==> src/design/mmsq_ram.sv <==
`default_nettype none
module mmsq_ram #(
  parameter int unsigned WIDTH = 32,
  parameter int unsigned DEPTH = 64
) (
  input  wire logic                     clk_i,
  input  wire logic                     we_i,
  input  wire logic [$clog2(DEPTH)-1:0] waddr_i,
  input  wire logic [WIDTH-1:0]         wdata_i,
  input  wire logic [$clog2(DEPTH)-1:0] raddr_i,
  output      logic [WIDTH-1:0]         rdata_o
);
  logic [WIDTH-1:0] mem_q [DEPTH];

  always_ff @(posedge clk_i) begin
    if (we_i) begin
      mem_q[waddr_i] <= wdata_i;
    end
    rdata_o <= mem_q[raddr_i];
  end
endmodule
`default_nettype wire

==> config.mk <==
export PLATFORM = sky130hd
export DESIGN_NAME = mmsq_ram
export DESIGN_NICKNAME = d
export VERILOG_FILES = /design/src/design/mmsq_ram.sv
export SDC_FILE = /design/constraint.sdc
export NUM_CORES = 2
export LEC_CHECK = 0
export ABC_CLOCK_PERIOD_IN_PS = 9500
export BUFFER_PORTS_ARGS = -buffer_cell sky130_fd_sc_hd__buf_2
export CORE_MARGIN = 10
export CORE_UTILIZATION = 25
export DETAILED_ROUTE_END_ITERATION = 10
export GPL_TIMING_DRIVEN = 0
export MAX_ROUTING_LAYER = met4
export PLACE_DENSITY = 0.47
export SLEW_MARGIN = 10
export SYNTH_ARGS = -nofsm -noshare
export SYNTH_HDL_FRONTEND = slang
export SYNTH_SLANG_ARGS = --single-unit
==> constraint.sdc <==
create_clock -name clk_i -period 9.5 [get_ports clk_i]
set_clock_uncertainty 0.2 [all_clocks]
set_input_delay 0 -clock clk_i [delete_from_list [all_inputs] [get_ports clk_i]]
set_output_delay 0 -clock clk_i [all_outputs]
set_load 0.02 [all_outputs]
; ---- Word level (Yosys, flattened, before mapping)
; Memory sizes are Yosys's and may differ from the RTL's. A register that Yosys moved wholly into a read port is not among the register bits.
; Index checks and enable logic that the tools add are counted.
[totals]
ff_bits = 0
ram_bits = 2048
in_bits = 46
out_inout_bits = 32
word_cells = 3
mem_count = 1
[memory_table]
columns = memory, words, width, read_ports, rd_ports_with_merged_regs, write_ports, line
row1 = mem_q, 64, 32, 1, 1, 1, 13  ; logic [WIDTH-1:0] mem_q [DEPTH];
[classes]
mux = 2
[ops]
columns = cell, n
row1 = two-way mux 1 bit, 2

; ---- Longest topological paths before layout
[logic_depth]
ltp_word = 2
depth_mapped = 10

; ---- Worst setup path before layout
; OpenSTA, ideal clock, no wires.
[synth_path]
path_kind = input to register
startpoint = input port waddr_i[3]
endpoint = memory mem_q[48][0], enable pin
setup_time_ns = 0.461
t_arrival_ns = 2.699
t_required_ns = 8.839
slack_ns = 6.140
stages = 4
path_buffers = 1
path_cell_list = clkbuf_1 -> nor2b_1 -> nand4b_1 -> nor3_1
[synth_rtl]
columns = item, line
row1 = "start, declared", 8  ; input wire logic [$clog2(DEPTH)-1:0] waddr_i,
row2 = "end, declared", 13
; No word-level cell before the write port.

==> Implementation_results.wiki <==
{| class="wikitable"
! Metric !! Value
|-
| TritonRoute pass-1 iters || 7
|-
| Clock Power Share || 0.422
|-
| Upper clock frequency limit || 0.222 GHz
|-
| Synth area leaders || edfxtp_1 78%, mux4_2 16%, mux2i_1 1.2%, dfxtp_1 0.82%, o22ai_1 0.67%
|-
| Initial antenna violation count || 33
|-
| Highest-delay cell along the critical path || a21oi_1
|-
| Count of hold-fix buffers inserted at cts || 44
|-
| Cell type with the highest aggregate area in the netlist || edfxtp_1
|-
| Headroom to the max-slew limit || 0.0981
|-
| Crit path max fanout || 10
|-
| Number of DRC violations after detailed-routing iteration 0 || 4,942
|-
| Die Y || 580 um
|-
| Internal power contribution || 15,200 uW
|-
| Sequential area share after synthesis || 0.791
|-
| Number of setup buffers added after CTS || 0
|-
| Max-cap violations || 0
|-
| Flops & latches, synth || 2,080
|-
| Placeable core region || 312,000 um^2
|-
| Post-detailed-routing wire length || 262,000 um
|-
| Worst-path clk slew || 0.06 ns
|-
| Placer congestion estimate || 0.804
|-
| Final hold violation count || 0
|-
| Number of I/O port buffers || 69
|-
| Hold path depth || 3
|-
| Number of sinks on the clock net || 2,080
|-
| Synthesized area per cell || 23.6 um^2
|-
| Die X || 580 um
|-
| Total number of H-tree levels || 4
|-
| Area of the mapped netlist || 78,500 um^2
|-
| Type of destination of the critical path || register
|-
| Clock latency on the worst-skew pair || 0.91 ns
|-
| Fillers || 30,100
|-
| Critical Path RT || 9.96 ns
|-
| Most frequent CP cell || buf_2
|-
| Comb power frac || 0.059
|-
| Area growth from synthesis to layout || 20.2%
|-
| Critical path class || in -> reg
|-
| Commonest non-fill, non-tap cell in the layout || edfxtp_1
|-
| Synthesized instance count || 3,324
|-
| Via count of the first global-routing pass || 38,600
|-
| Std cell rows || 205
|-
| Layout cell share with drive strength beyond 1 || 0.301
|-
| Static Leakage || 0.0287 uW
|-
| Hold crit path type || in -> reg
|-
| Global-route wire length before repair || 350,000 um
|-
| Worst R2R Path Depth || 5
|-
| Highest-count cells in the layout ignoring fill and taps || 2,048 x edfxtp_1, 544 x mux4_2, 220 x clkbuf_16
|-
| Vias/cell || 4.79
|-
| Total CTS buffers || 218
|-
| Setup violation total in the final timing report || 0
|-
| Largest net degree at the start of global routing || 65
|-
| Ports || 78
|-
| Total Nets Final || 3,824
|-
| Routed WL per cell || 32.3 um
|-
| Count of different cell masters after synthesis || 34
|-
| Total of cells resized after clock tree synthesis || 0
|-
| Share of the synthesized area in the top cell type || 0.783
|-
| Sw Pwr || 4400 uW
|-
| Post-DP HPWL || 170,000 um
|-
| CP peak stage delay || 0.96 ns
|-
| Warnings, synthesis || 0
|-
| Initial Utilization || 0.251
|-
| Actual slew at the worst max-slew pin || 1.35 ns
|-
| Critical path data arrival time || 4.96 ns
|-
| Residual DRC count || 0
|-
| CTS Root Cell || clkbuf_16
|-
| Maximum count of clock buffers along a single path || 4
|-
| Power density over cell area || 208 nW/um^2
|-
| Final Max Slew Viols || 0
|-
| Total Negative Setup Slacks || 0 ns
|-
| Sequential power share || 0.520
|-
| Final period utilization || 0.474
|-
| Final Power || 19,600 uW
|-
| Worst-path cell chain || buf_2, buf_2, buf_2, buf_1, nand3b_1, o221ai_1, a21oi_1, a21oi_1, nor2_1
|-
| Syn nets || 3,370
|-
| GRT Overall Usage || 0.154
|-
| TritonCTS clock tree || done
|-
| Die Area || 337,000 um^2
|-
| Status || finished clean
|-
| Worst setup SP type || primary input
|-
| Period minus WS final || 4.50 ns
|-
| DR vias || 38,800
|-
| Antenna Violating Nets Remaining || 0
|-
| Net switching fraction of the power || 0.225
|-
| Setup repair after global routing missed its margin || no
|-
| Total gr overflow || 0
|-
| IR Drop Worst-Case VDD || 0.145 mV
|}
per-layer routing:
| layer | GRT usage | vias up | routed length (um) |
|---|---|---|---|
| li1 | - | 15300 | - |
| met1 | 0.199 | 21600 | 107000 |
| met2 | 0.250 | 1591 | 127000 |
| met3 | 0.0282 | 395 | 18900 |
| met4 | 0.0413 | 0 | 8310 |
| met5 | - | - | 0 |
cell type report:
cell class,count,area (um^2),area share
sequential,2080,62100,0.658
multi-input combinational,1062,16000,0.169
clock buffer,280,5740,0.0608
tap,4140,5180,0.0549
timing repair buffer,234,3440,0.0365
clock inverter,110,992,0.0105
buffer,182,905,0.00958
antenna,14,35.0,0.000371
power by group through the flow:
stage / clock network (uW) / logic, uW / registers, uW
6_report: 8260 / 1150 / 10200
2_1_floorplan: 0 / 494 / 10400
4_1_cts: 8410 / 1180 / 10200
3_3_place_gp: 0 / 1110 / 10400
5_1_grt: 8780 / 1200 / 10200
3_5_place_dp: 0 / 1160 / 10400
worst paths after layout:
kind | start | to | slack, ns
max | raddr_i[1] | rdata_o[15] | 5.00
min | waddr_i[5] | mem_q[52][19] | 0.08
max reg2reg | mem_q[63][2] | rdata_o[2] | 6.50
min reg2reg | mem_q[12][4] | rdata_o[4] | 0.83
cell usage after synthesis, drive strengths merged:
cell type,n
mux4,544
edfxtp,2048
a31oi,1
nand2b,8
or3b,5
nor2,137
or3,3
and3,4
and2,2
nand3b,5
a311oi,8
o221ai,27
or2,3
a41o,4
nand2,26
dfxtp,32
o32ai,4
o22ai,84
nor2b,15
a21oi,62
a22oi,12
clkbuf,74
buf,108
mux2i,93
nand4b,1
nand3,5
nand4,2
nor3,7
kinds of logic after synthesis:
family / Yosys count / share of synthesized area
compound gates: 202 / 0.0167
flops: 2080 / 0.791
mux: 637 / 0.168
simple gates: 223 / 0.0127
buf+inv: 182 / 0.0113
worst max-delay path: cells and delay by family:
family	cells	cell delay [ns]
buffers and inverters	4	2.24
AO/OA/AOI/OAI	3	1.59
AND/OR/NAND/NOR	2	1.05
metrics by stage:
step | area [um^2] | setup slack [ns] | instances | hold WS, ns | util
after floorplan | 78500 | 6.14 | 3324 | -0.101 | -
after global placement | 84000 | 1.71 | 7533 | 0.223 | 0.269
after detailed placement | 87100 | 4.23 | 7654 | 0.0272 | 0.279
after CTS | 94300 | 5.15 | 8088 | 0.0388 | 0.302
after global routing | 94400 | 5.04 | 8096 | 0.0254 | 0.302
final | 94400 | 5.00 | 8102 | 0.0813 | 0.302
sequential cells by signal, summed over array words and instances, names as in the netlist:
name / cells
rdata_o: 32
mem_q: 2048
No activity file was read; power rests on OpenSTA's default activity.
